$ cat config.mk
export PLATFORM = sky130hd
export DESIGN_NAME = trapezoid_stepper_profile_flat
export DESIGN_NICKNAME = d
export VERILOG_FILES = /design/src/sv/tsp_pkg.sv /design/src/sv/tsp_cmd_if.sv /design/src/sv/tsp_res_if.sv /design/src/sv/tsp_delay.sv /design/src/sv/tsp_out_reg.sv /design/src/sv/trapezoid_stepper_profile.sv /design/src/flat_wrapper.sv
export SDC_FILE = /design/constraint.sdc
export NUM_CORES = 1
export LEC_CHECK = 0
export BUFFER_PORTS_ARGS = -buffer_cell sky130_fd_sc_hd__buf_4
export CORE_UTILIZATION = 40
export DETAILED_ROUTE_END_ITERATION = 8
export REMOVE_ABC_BUFFERS = 1
export SLEW_MARGIN = 20
export SYNTH_ARGS = -nofsm -noshare
export SYNTH_HDL_FRONTEND = slang
export SYNTH_HIERARCHICAL = 1
export SYNTH_SLANG_ARGS = --single-unit
$ cat constraint.sdc
create_clock -name clk -period 11.2 [get_ports clk]
set_input_delay 1.68 -clock clk [delete_from_list [all_inputs] [get_ports clk]]
set_output_delay 1.68 -clock clk [all_outputs]
set_load 0.01 [all_outputs]
$ cat src/sv/tsp_pkg.sv
// Shared types and constants for the trapezoid stepper profile block.
package tsp_pkg;

  // Command action codes
  typedef enum logic [1:0] {
    ACT_START   = 2'd0,
    ACT_STEP    = 2'd1,
    ACT_RELEASE = 2'd2
  } action_t;

  // Configuration register indexes
  typedef enum logic [1:0] {
    CFG_START_DELAY  = 2'd0,
    CFG_CRUISE_DELAY = 2'd1,
    CFG_ACCEL_STEP   = 2'd2,
    CFG_RAMP_LENGTH  = 2'd3
  } cfg_index_t;

  localparam int unsigned CfgDataW = 8;

  localparam logic [7:0] START_DELAY_RST  = 8'd200;
  localparam logic [7:0] CRUISE_DELAY_RST = 8'd100;
  localparam logic [7:0] ACCEL_STEP_RST   = 8'd10;
  localparam logic [5:0] RAMP_LENGTH_RST  = 6'd10;

  // Half-step coil patterns: bit0 A1, bit1 A2, bit2 B1, bit3 B2
  localparam logic [3:0] COIL_TABLE [8] = '{
    4'd4, 4'd6, 4'd2, 4'd10, 4'd8, 4'd9, 4'd1, 4'd5
  };

  typedef struct packed {
    logic [7:0] start_delay;
    logic [7:0] cruise_delay;
    logic [7:0] accel_step;
    logic [5:0] ramp_length;
  } cfg_t;

  typedef struct packed {
    logic       step_valid;
    logic       step_dir;
    logic [7:0] step_delay;
    logic [3:0] coil_drive;
    logic       move_last;
    logic       busy_res;
  } res_t;

endpackage

$ cat src/sv/tsp_cmd_if.sv
// Command channel: action and signed step count with valid/ready.
interface tsp_cmd_if;
  import tsp_pkg::*;

  logic              valid;
  logic              ready;
  action_t           action;
  logic signed [7:0] step_count;

  modport source (output valid, output action, output step_count, input ready);
  modport sink   (input valid, input action, input step_count, output ready);
endinterface

$ cat src/sv/tsp_res_if.sv
// Result channel: one step result per command with valid/ready.
interface tsp_res_if;
  logic       valid;
  logic       ready;
  logic       step_valid;
  logic       step_dir;
  logic [7:0] step_delay;
  logic [3:0] coil_drive;
  logic       move_last;
  logic       busy_res;

  modport source (output valid, output step_valid, output step_dir, output step_delay,
                  output coil_drive, output move_last, output busy_res, input ready);
  modport sink   (input valid, input step_valid, input step_dir, input step_delay,
                  input coil_drive, input move_last, input busy_res, output ready);
endinterface

$ cat src/sv/tsp_delay.sv
// Trapezoid delay calculation for one step of a move.
module tsp_delay (
  input  tsp_pkg::cfg_t cfg,
  input  logic [6:0]    step_idx,
  input  logic [6:0]    step_total,
  output logic [7:0]    delay
);
  import tsp_pkg::*;

  logic [6:0]         half;
  logic [6:0]         ramp;
  logic               long_move;
  logic [7:0]         base;
  logic [6:0]         k;
  logic               add_k;
  logic [14:0]        prod;
  logic signed [16:0] sum;

  assign half      = step_total >> 1;
  assign ramp      = {1'b0, cfg.ramp_length};
  assign long_move = step_total > {cfg.ramp_length, 1'b0};

  // Pick the ramp base and the step distance along the ramp
  always_comb begin
    base  = cfg.start_delay;
    k     = step_idx;
    add_k = 1'b0;
    if (long_move) begin
      if (step_idx < ramp) begin
        base = cfg.start_delay;
        k    = step_idx;
      end else if (step_idx < step_total - ramp) begin
        base = cfg.cruise_delay;
        k    = '0;
      end else begin
        base  = cfg.cruise_delay;
        k     = step_idx - (step_total - ramp);
        add_k = 1'b1;
      end
    end else if (step_idx > half) begin
      // Short move, way back up: mirror around the midpoint step
      k = {half[5:0], 1'b1} - step_idx;
    end
  end

  assign prod = 15'(k) * 15'(cfg.accel_step);
  assign sum  = add_k ? $signed({9'd0, base}) + $signed({2'd0, prod})
                      : $signed({9'd0, base}) - $signed({2'd0, prod});

  // Saturate to 1..255
  always_comb begin
    if (sum < 17'sd1) begin
      delay = 8'd1;
    end else if (sum > 17'sd255) begin
      delay = 8'd255;
    end else begin
      delay = sum[7:0];
    end
  end
endmodule

$ cat src/sv/tsp_out_reg.sv
// Result register between the step logic and the result channel.
module tsp_out_reg (
  input  logic           clk,
  input  logic           rst,
  input  logic           load,
  input  tsp_pkg::res_t  data,
  output logic           free,
  tsp_res_if.source      res
);
  import tsp_pkg::*;

  logic valid;
  res_t held;

  assign free = !valid || res.ready;

  // Hold the result until the receiver takes it
  always_ff @(posedge clk) begin
    if (rst) begin
      valid <= 1'b0;
    end else if (free) begin
      valid <= load;
    end
  end

  always_ff @(posedge clk) begin
    if (load && free) begin
      held <= data;
    end
  end

  assign res.valid      = valid;
  assign res.step_valid = held.step_valid;
  assign res.step_dir   = held.step_dir;
  assign res.step_delay = held.step_delay;
  assign res.coil_drive = held.coil_drive;
  assign res.move_last  = held.move_last;
  assign res.busy_res   = held.busy_res;
endmodule

$ cat src/sv/trapezoid_stepper_profile.sv
// Top level of the trapezoidal stepper motion profile with half-step coil sequencing.
//
// Channels: cmd takes one command per transaction (start a move with a signed
// step count, request the next step, or release the coils). res returns exactly
// one result per command: step flag, direction, timer delay, coil pattern,
// last-step flag and busy flag. Registers start_delay, cruise_delay, accel_step
// and ramp_length are written through cfg_write/cfg_index/cfg_data; the user
// must do so only while idle; the block does not enforce it. A result is in the
// result register in the cycle after its command. Throughput: one command per cycle
// while the result register is not stalled; the step delay, phase update and coil
// lookup are all done in the accepting cycle, and the result register sets the rate.
// Reset: configuration returns to 200/100/10/10, no move is active, the phase
// index is zero and all coils are off.
// Stall: while a result waits in the result register and res.ready is low,
// cmd.ready drops and the state holds; no result is lost or repeated.
module trapezoid_stepper_profile #(
  parameter int unsigned PHASE_COUNT = 8
) (
  input  logic                        clk,
  input  logic                        rst,
  input  logic                        cfg_write,
  input  tsp_pkg::cfg_index_t         cfg_index,
  input  logic [tsp_pkg::CfgDataW-1:0] cfg_data,
  tsp_cmd_if.sink                     cmd,
  tsp_res_if.source                   res
);
  import tsp_pkg::*;

  localparam int unsigned PW = $clog2(PHASE_COUNT);

  cfg_t          cfg;
  logic          move_dir, move_dir_next;
  logic [PW-1:0] phase_index, phase_index_next;
  logic [6:0]    steps_done, steps_done_next;
  logic [6:0]    steps_total, steps_total_next;
  logic [3:0]    coil_state, coil_state_next;
  logic [3:0]    phase_coil [2**PW];
  logic [7:0]    step_delay;
  logic [6:0]    count_mag;
  logic          free;
  logic          accept;
  res_t          result;

  // Coil pattern for each phase index, spread over the half-step table
  for (genvar p = 0; p < 2**PW; p++) begin : g_phase_coil
    if (p < PHASE_COUNT) begin : g_used
      assign phase_coil[p] = COIL_TABLE[(p * 8 / PHASE_COUNT) % 8];
    end else begin : g_unused
      assign phase_coil[p] = 4'd0;
    end
  end

  tsp_delay u_delay (
    .cfg        (cfg),
    .step_idx   (steps_done),
    .step_total (steps_total),
    .delay      (step_delay)
  );

  assign accept    = cmd.valid && free;
  assign cmd.ready = free;

  // Magnitude of the step count, with the most negative code clamped
  assign count_mag = (cmd.step_count == 8'sh80) ? 7'd127
                   : (cmd.step_count[7] ? 7'(-cmd.step_count) : 7'(cmd.step_count));

  // Next state and result for the command at the port
  always_comb begin
    move_dir_next     = move_dir;
    phase_index_next  = phase_index;
    steps_done_next   = steps_done;
    steps_total_next  = steps_total;
    coil_state_next   = coil_state;
    result.step_valid = 1'b0;
    result.step_delay = 8'd0;
    result.move_last  = 1'b0;
    unique case (cmd.action)
      ACT_START: begin
        move_dir_next    = (cmd.step_count > 8'sd0);
        steps_total_next = count_mag;
        steps_done_next  = 7'd0;
      end
      ACT_STEP: begin
        if (steps_done < steps_total) begin
          if (move_dir) begin
            phase_index_next = (phase_index == PW'(PHASE_COUNT - 1)) ? '0 : phase_index + 1'b1;
          end else begin
            phase_index_next = (phase_index == '0) ? PW'(PHASE_COUNT - 1) : phase_index - 1'b1;
          end
          coil_state_next   = phase_coil[phase_index_next];
          steps_done_next   = steps_done + 7'd1;
          result.step_valid = 1'b1;
          result.step_delay = step_delay;
          result.move_last  = (steps_done_next >= steps_total);
        end
      end
      ACT_RELEASE: begin
        coil_state_next = 4'd0;
      end
      default: begin
      end
    endcase
    result.step_dir   = move_dir_next;
    result.coil_drive = coil_state_next;
    result.busy_res   = (steps_done_next < steps_total_next);
  end

  // Advance the move state on each accepted command
  always_ff @(posedge clk) begin
    if (rst) begin
      move_dir    <= 1'b0;
      phase_index <= '0;
      steps_done  <= 7'd0;
      steps_total <= 7'd0;
      coil_state  <= 4'd0;
    end else if (accept) begin
      move_dir    <= move_dir_next;
      phase_index <= phase_index_next;
      steps_done  <= steps_done_next;
      steps_total <= steps_total_next;
      coil_state  <= coil_state_next;
    end
  end

  // Configuration registers
  always_ff @(posedge clk) begin
    if (rst) begin
      cfg.start_delay  <= START_DELAY_RST;
      cfg.cruise_delay <= CRUISE_DELAY_RST;
      cfg.accel_step   <= ACCEL_STEP_RST;
      cfg.ramp_length  <= RAMP_LENGTH_RST;
    end else if (cfg_write) begin
      unique case (cfg_index)
        CFG_START_DELAY:  cfg.start_delay  <= cfg_data;
        CFG_CRUISE_DELAY: cfg.cruise_delay <= cfg_data;
        CFG_ACCEL_STEP:   cfg.accel_step   <= cfg_data;
        CFG_RAMP_LENGTH:  cfg.ramp_length  <= cfg_data[5:0];
      endcase
    end
  end

  tsp_out_reg u_out_reg (
    .clk  (clk),
    .rst  (rst),
    .load (accept),
    .data (result),
    .free (free),
    .res  (res)
  );
endmodule
$ cat src/flat_wrapper.sv
// flat-port wrapper written by rule: the top's interface ports become plain ports
module trapezoid_stepper_profile_flat import tsp_pkg::*;
#(
  parameter int unsigned PHASE_COUNT = 8
)
  (clk, rst, cfg_write, cfg_index, cfg_data, cmd_valid, cmd_action, cmd_step_count, cmd_ready, res_valid, res_step_valid, res_step_dir, res_step_delay, res_coil_drive, res_move_last, res_busy_res, res_ready);
  tsp_cmd_if cmd_i ();
  tsp_res_if res_i ();
  input  logic clk;
  input  logic rst;
  input  logic cfg_write;
  input  tsp_pkg::cfg_index_t cfg_index;
  input  logic [tsp_pkg::CfgDataW-1:0] cfg_data;
  input wire logic [$bits(cmd_i.valid)-1:0] cmd_valid;
  input wire logic [$bits(cmd_i.action)-1:0] cmd_action;
  input wire logic [$bits(cmd_i.step_count)-1:0] cmd_step_count;
  output wire logic [$bits(cmd_i.ready)-1:0] cmd_ready;
  output wire logic [$bits(res_i.valid)-1:0] res_valid;
  output wire logic [$bits(res_i.step_valid)-1:0] res_step_valid;
  output wire logic [$bits(res_i.step_dir)-1:0] res_step_dir;
  output wire logic [$bits(res_i.step_delay)-1:0] res_step_delay;
  output wire logic [$bits(res_i.coil_drive)-1:0] res_coil_drive;
  output wire logic [$bits(res_i.move_last)-1:0] res_move_last;
  output wire logic [$bits(res_i.busy_res)-1:0] res_busy_res;
  input wire logic [$bits(res_i.ready)-1:0] res_ready;
  assign cmd_i.valid = cmd_valid;
  assign cmd_i.action = cmd_action;
  assign cmd_i.step_count = cmd_step_count;
  assign cmd_ready = cmd_i.ready;
  assign res_valid = res_i.valid;
  assign res_step_valid = res_i.step_valid;
  assign res_step_dir = res_i.step_dir;
  assign res_step_delay = res_i.step_delay;
  assign res_coil_drive = res_i.coil_drive;
  assign res_move_last = res_i.move_last;
  assign res_busy_res = res_i.busy_res;
  assign res_i.ready = res_ready;
  trapezoid_stepper_profile #(.PHASE_COUNT(PHASE_COUNT)) u_core (.clk(clk), .rst(rst), .cfg_write(cfg_write), .cfg_index(cfg_index), .cfg_data(cfg_data), .cmd(cmd_i), .res(res_i));
endmodule
==> flow_summary.json, run 1 <==
{
  "status": "finished clean",
  "diodes": 0,
  "die_w_um": 144.5,
  "ctsRootBufferMaster": "clkbuf_16",
  "synth-async-reset-ratio_pct": 0,
  "cts_resized": 0,
  "power.density_nw_per_um2": 147.7,
  "first_iter_violations": 382,
  "place_ws_ps": 1854,
  "final.period_utilization_pct": 83.64,
  "rsz0062_at_grt": "false",
  "layout_min_cycle_time_ps": 9368,
  "area_delta_synth_final_pct": 11.27,
  "routedWlPerCell_um": 15.60,
  "core-area_um2": 19650,
  "drt_first_pass_iters": 5,
  "fin_nets": 1157,
  "cp.required_ps": 11290,
  "gp_congestion": 0.8384,
  "slew_viol_final": 0,
  "cts_setup_buffers": 0,
  "setup_ws_ps": 1832,
  "tns_ps": 0,
  "whs_path_depth": 2,
  "hold_viol_final": 0,
  "slowest_delay_ps": 690,
  "crit_top_cell": "fa_1",
  "worstMarginPinSlew_ps": 867.6,
  "die-area_um2": 20870,
  "fin_cells": 1256,
  "grt-ovfl-total": 0,
  "vias": 6812,
  "synth_seq_cells": 69,
  "drive_gt1_share_pct": 12.21,
  "grt_max_degree": 50,
  "worst-path-max-fanout": 10,
  "crit_type": "reg2reg",
  "postSynthAreaPerCell_um2": 8.511,
  "ys_warn_count": 6,
  "initial_core_util_pct": 41.31,
  "clk_latency_ps": 340,
  "syn-cell-area_um2": 8119,
  "r2r_slack_ps": 1830,
  "start_kind": "flip-flop",
  "cp-end-kind": "flip-flop",
  "critPathTopFamily": "adder cells",
  "peakVddDrop_uv": 104.8,
  "cts_inserted_buffers": 9,
  "dp_hpwl_um": 15420,
  "setup_viol": 0,
  "grt_pass1_vias": 6584,
  "cts.htree.levels": 3,
  "cp_num_buf_inv": 4,
  "dp_cells": 1240,
  "synth-seq-area-share_pct": 18.99,
  "power_leakage_nw": 4.156,
  "timing.rr.end": "u_core/u_out_reg/res.step_delay[4]",
  "hp-start": "u_core/cfg[14]",
  "num-fill-cells": 2033,
  "r2r-start": "u_core/steps_total[0]",
  "synth_ff_type": "dfxtp_1",
  "grt_usage_pct": 20.29,
  "rows": 51,
  "io_pins": 43,
  "crit_path_top_delay_cell": "o21ai_0",
  "cap_violations": 0,
  "slew_headroom_pct": 41.89,
  "synth_edf_count": 16,
  "clock_path_buffers": 2,
  "routed_wl_um": 19590,
  "via_per_inst": 5.424,
  "synthCells": 954,
  "clock-sinks": 69,
  "crit_arrival_ps": 9460,
  "postLayoutCoreUtil_pct": 45.96,
  "reg2regPathDepth": 38,
  "hold_buffers": 0,
  "port_buffers": 42,
  "clkTransAtPathRegs_ps": 60,
  "fmax_mhz": 106.7,
  "whs_endpoint": "u_core/cfg[14]",
  "clock_skew_ps": 8.182,
  "drc": 0,
  "netlist-cell-type-count": 88,
  "grt_pass1_wl_um": 32890,
  "ant_nets": 0,
  "hp-class": "reg2reg",
  "antenna_found_initial": 0,
  "cts_tree": "yes",
  "die_height_um": 144.5
}
## worst max path at each step
stage	startpoint	to	slack (ps)	cells after the start
3_5_place_dp	u_core/steps_total[0]	u_core/u_out_reg/res.step_delay[5]	1850	38
4_1_cts	u_core/steps_total[0]	u_core/u_out_reg/res.step_delay[7]	1840	38
5_1_grt	u_core/steps_total[0]	u_core/u_out_reg/res.step_delay[6]	1000	38
6_report	u_core/steps_total[0]	u_core/u_out_reg/res.step_delay[4]	1830	38
2_1_floorplan	u_core/steps_total[0]	u_core/u_out_reg/res.step_delay[0]	2340	38
3_3_place_gp	u_core/steps_total[0]	u_core/u_out_reg/res.step_delay[6]	2120	38
## routing by layer
layer | routed length [µm] | global-route usage (%)
met2 | 9093 | 33.78
met5 | 0 | 0
met3 | 829 | 3.510
met4 | 227 | 4.875
met1 | 9438 | 27.09
## cells by family after synthesis
| logic type | Yosys count | synth area share, % |
|---|---|---|
| fa+ha+maj | 146 | 25.64 |
| simple gates | 328 | 21.30 |
| mux | 36 | 4.577 |
| xor+xnor | 32 | 3.637 |
| flops | 69 | 18.99 |
| buf+inv | 116 | 5.763 |
| compound gates | 227 | 20.10 |
## synth_stat cells (4+ instances only)
cell type | count | area share (%)
o21ai_0 | 39 | 2.4
nand3b_1 | 8 | 0.74
or3_1 | 7 | 0.54
a21o_1 | 15 | 1.4
a21boi_0 | 4 | 0.37
inv_1 | 91 | 4.2
nand4_1 | 6 | 0.46
a21oi_2 | 8 | 0.86
or2_2 | 5 | 0.39
and3_1 | 11 | 0.85
nor2b_1 | 32 | 2.5
and2_1 | 37 | 2.9
a211oi_2 | 5 | 0.77
mux2i_1 | 27 | 3.3
edfxtp_1 | 16 | 5.9
a22o_1 | 7 | 0.76
a21oi_1 | 58 | 3.6
o31ai_1 | 4 | 0.37
dfxtp_1 | 53 | 13
fa_1 | 34 | 8.4
nand2b_1 | 17 | 1.3
nand2_1 | 88 | 4.1
mux2_2 | 8 | 1.1
ha_1 | 112 | 17
xnor2_1 | 22 | 2.4
a31oi_1 | 11 | 0.85
nor3_1 | 16 | 0.99
o211ai_1 | 7 | 0.65
o21a_1 | 8 | 0.74
clkbuf_1 | 14 | 0.65
nand3_1 | 15 | 0.92
nor2_1 | 68 | 3.1
a211oi_1 | 8 | 0.74
xor2_1 | 8 | 0.86
o21ai_1 | 4 | 0.25
buf_2 | 5 | 0.31
a211o_1 | 5 | 0.54
## flip-flops by register name (all words and copies together) (netlist names)
name / count
u_core/cfg: 30
u_core/u_out_reg/res.step_delay: 8
u_core/steps_done: 7
u_core/steps_total: 7
u_core/coil_state: 4
u_core/u_out_reg/res.coil_drive: 4
u_core/phase_index: 3
u_core/move_dir: 1
u_core/u_out_reg/res.busy_res: 1
u_core/u_out_reg/res.move_last: 1
u_core/u_out_reg/res.step_dir: 1
u_core/u_out_reg/res.step_valid: 1
u_core/u_out_reg/res.valid: 1
## cells in the final DEF, fill, tap and decap left out, drive strengths merged, types with 9 or more instances in the layout
cell,count
mux2,9
edfxtp,16
and3,11
mux2i,27
o21ai,43
and2,38
inv,94
a21o,18
clkbuf,11
a21oi,66
fa,34
nor2,68
nand2b,18
nor2b,32
nand2,91
buf,44
a31oi,12
xnor2,24
dfxtp,53
nand3,15
ha,112
nor3,21
a211oi,13
o211ai,9
## report_power, final
group          switching, mW  total [mW]  internal [mW]  leakage [nW]
sequential            0.0175       0.290          0.273         0.592
combinational          0.407       0.698          0.291          3.39
clock                  0.109       0.346          0.237         0.179
total                  0.534        1.33          0.800          4.16
## area by class of cell
cell class	instances	area, µm²	share of cell area (%)
Multi-Input combinational cell	769	6112	67.66
Sequential cell	69	1541	17.06
Inverter	93	351.6	3.892
Tap cell	265	331.6	3.670
Timing Repair Buffer	44	330.3	3.657
Clock buffer	11	264.0	2.922
Clock inverter	5	102.6	1.136
## through the flow
stage / power (mW) / cell area (µm²) / hold WS, ps
floorplan: 0.8349 / 8003 / 426.8
global placement: 0.9848 / 8665 / 441.3
detailed placement: 0.9900 / 8665 / 444.0
CTS: 1.343 / 9031 / 453.4
global route: 1.445 / 9034 / 467.9
finish: 1.334 / 9034 / 453.7
## worst min-delay path: stages, from the launching register on
cell,delay (ps)
dfxtp_1,300
nand2_1,50
a21oi_1,50
Note: power is estimated with default switching activity, not from simulation.
==> run 2: changes to the inputs <==
==> constraint.sdc (replaced) <==
create_clock -name clk -period 8.14 [get_ports clk]
set_input_delay 1.221 -clock clk [delete_from_list [all_inputs] [get_ports clk]]
set_output_delay 1.221 -clock clk [all_outputs]
set_load 0.01 [all_outputs]
==> flow_summary.json, run 2 (synthesis results as in run 1) <==
{
  "die-area_um2": 20870,
  "grt_max_degree": 50,
  "antenna_found_initial": 0,
  "hp-class": "reg2reg",
  "switching_share_pct": 40.42,
  "grt_usage_pct": 20.33,
  "clock_path_buffers": 2,
  "hold_viol_final": 0,
  "clock_skew_ps": 9.265,
  "largest_reg_flops": 30,
  "clock-sinks": 69,
  "routed_wl_um": 20330,
  "grt-ovfl-total": 0,
  "diodes": 0,
  "final.period_utilization_pct": 98.93,
  "whs_path_depth": 2,
  "power.density_nw_per_um2": 205.8,
  "clkTransAtPathRegs_ps": 60,
  "area_delta_synth_final_pct": 20.28,
  "cap_violations": 0,
  "wl_met3_um": 454,
  "cp-end-kind": "flip-flop",
  "p_comb_share_pct": 60.1,
  "layout_min_cycle_time_ps": 8053,
  "timing.rr.end": "u_core/u_out_reg/res.step_delay[0]",
  "tns_ps": 0,
  "fin_nets": 1223,
  "highest_layer": "met4",
  "p_switching_mw": 0.8124,
  "status": "finished clean",
  "drc": 0,
  "crit_arrival_ps": 8150,
  "slowest_delay_ps": 560,
  "ant_nets": 0,
  "dp_cells": 1300,
  "r2r-start": "u_core/steps_total[0]",
  "io_pins": 43,
  "crit_path_top_delay_cell": "fa_1",
  "met2WireLength_um": 9323,
  "postLayoutCoreUtil_pct": 49.69,
  "start_kind": "flip-flop",
  "power_leakage_nw": 4.521,
  "slew_viol_final": 0,
  "whs_endpoint": "u_core/cfg[14]",
  "rsz0062_at_grt": "true",
  "core-area_um2": 19650,
  "worst-path-max-fanout": 8,
  "gp_congestion": 0.8593,
  "drt_first_pass_iters": 5,
  "holdWs_ps": 457.0,
  "die_w_um": 144.5,
  "grt_pass1_wl_um": 32990,
  "die_height_um": 144.5,
  "ctsRootBufferMaster": "clkbuf_16",
  "crit_type": "reg2reg",
  "port_buffers": 42,
  "seqPwrFrac_pct": 19.5,
  "slew_headroom_pct": 47.75,
  "final_common_cell": "ha_1",
  "hp-start": "u_core/cfg[14]",
  "final_cell_mix": "107 x ha_1, 105 x buf_4, 87 x inv_1, 87 x nand2_1, 67 x nor2_1",
  "cts.htree.levels": 3,
  "grt_pass1_vias": 6686,
  "fin_cells": 1322,
  "top_register": "u_core/cfg",
  "cp.required_ps": 8240,
  "peakVddDrop_uv": 136.8,
  "routedWlPerCell_um": 15.38,
  "first_iter_violations": 372,
  "cellInternalPower_mw": 1.197,
  "pwr-share-clk_pct": 20.4,
  "vias": 6968,
  "via_per_inst": 5.271,
  "cts_inserted_buffers": 9,
  "reg2regPathDepth": 40,
  "r2r_slack_ps": 90,
  "drive_gt1_share_pct": 21.67,
  "dp_hpwl_um": 15790,
  "fmax_mhz": 124.2,
  "initial_core_util_pct": 41.31,
  "cts_tree": "yes",
  "worstMarginPinSlew_ps": 782.9,
  "wl_met1_um": 10310,
  "clk_latency_ps": 350,
  "rows": 51,
  "setup_viol": 0
}
[run 2: cell count changes in the layout (fill, tap and decap cells not counted), moves of 4 or more]
cell	change
a21oi_1	-7
a21oi_2	+6
buf_4	+61
buf_6	+5
ha_1	-5
ha_4	+4
inv_1	-4
inv_2	+4
nor3_1	-4
o21ai_0	-4
[run 2: area by class of cell]
class	instances	area, µm²
Sequential cell	69	1544
Inverter	93	351.6
Timing Repair Buffer	110	844.6
Clock buffer	10	250.2
Multi-Input combinational cell	769	6384
Fill cell	1901	9888
Tap cell	265	331.6
Clock inverter	6	60.06
[run 2: per-layer routing]
metal,vias up,track usage (%)
met3,22,2.517
met4,0,5.208
met5,-,0
met1,3279,27.78
met2,106,33.65
li1,3561,-
[run 2: timing repair]
item,4_1_cts,5_1_grt
pin swaps,9,39
gates cloned,0,0
buffers inserted,2,4
hold buffers,0,0
setup endpoints to repair,8,8
gates resized for setup,20,43
[run 2: worst max-delay path, delay by kind of cell, from the launching register on]
kind	cells	cell delay, ps
AO/OA/AOI/OAI	10	1380
XOR/XNOR	2	320
adder cells (fa/ha/maj)	9	3460
buffers and inverters	8	750
flip-flops	1	330
AND/OR/NAND/NOR	11	1560
[run 2: power by group through the flow]
| stage | Combinational [mW] | Sequential [mW] | Clock [mW] |
|---|---|---|---|
| after floorplan | 0.748 | 0.401 | 0 |
| after global placement | 1.07 | 0.399 | 0 |
| after detailed placement | 1.08 | 0.399 | 0 |
| after CTS | 1.11 | 0.393 | 0.419 |
| after global routing | 1.34 | 0.395 | 0.428 |
| final | 1.21 | 0.393 | 0.409 |
[run 2: stage by stage]
step | worst slack, ps | instance area (µm²) | power [mW]
2_1_floorplan | -718.2 | 8003 | 1.149
3_3_place_gp | -123.1 | 9115 | 1.467
3_5_place_dp | -275.2 | 9115 | 1.476
4_1_cts | 6.189 | 9534 | 1.925
5_1_grt | -393.6 | 9766 | 2.167
6_report | 86.89 | 9766 | 2.010
[run 2: worst max path at each step]
stage / startpoint / endpoint / slack [ps] / cells after the start
2_1_floorplan: u_core/steps_total[0] / u_core/u_out_reg/res.step_delay[0] / -720 / 38
5_1_grt: u_core/steps_total[0] / u_core/u_out_reg/res.step_delay[0] / -390 / 38
6_report: u_core/steps_total[0] / u_core/u_out_reg/res.step_delay[0] / 90 / 40
3_3_place_gp: u_core/steps_total[0] / u_core/u_out_reg/res.step_delay[0] / -120 / 35
3_5_place_dp: u_core/steps_total[0] / u_core/u_out_reg/res.step_delay[4] / -280 / 38
4_1_cts: u_core/steps_total[0] / u_core/u_out_reg/res.step_delay[4] / 6 / 35
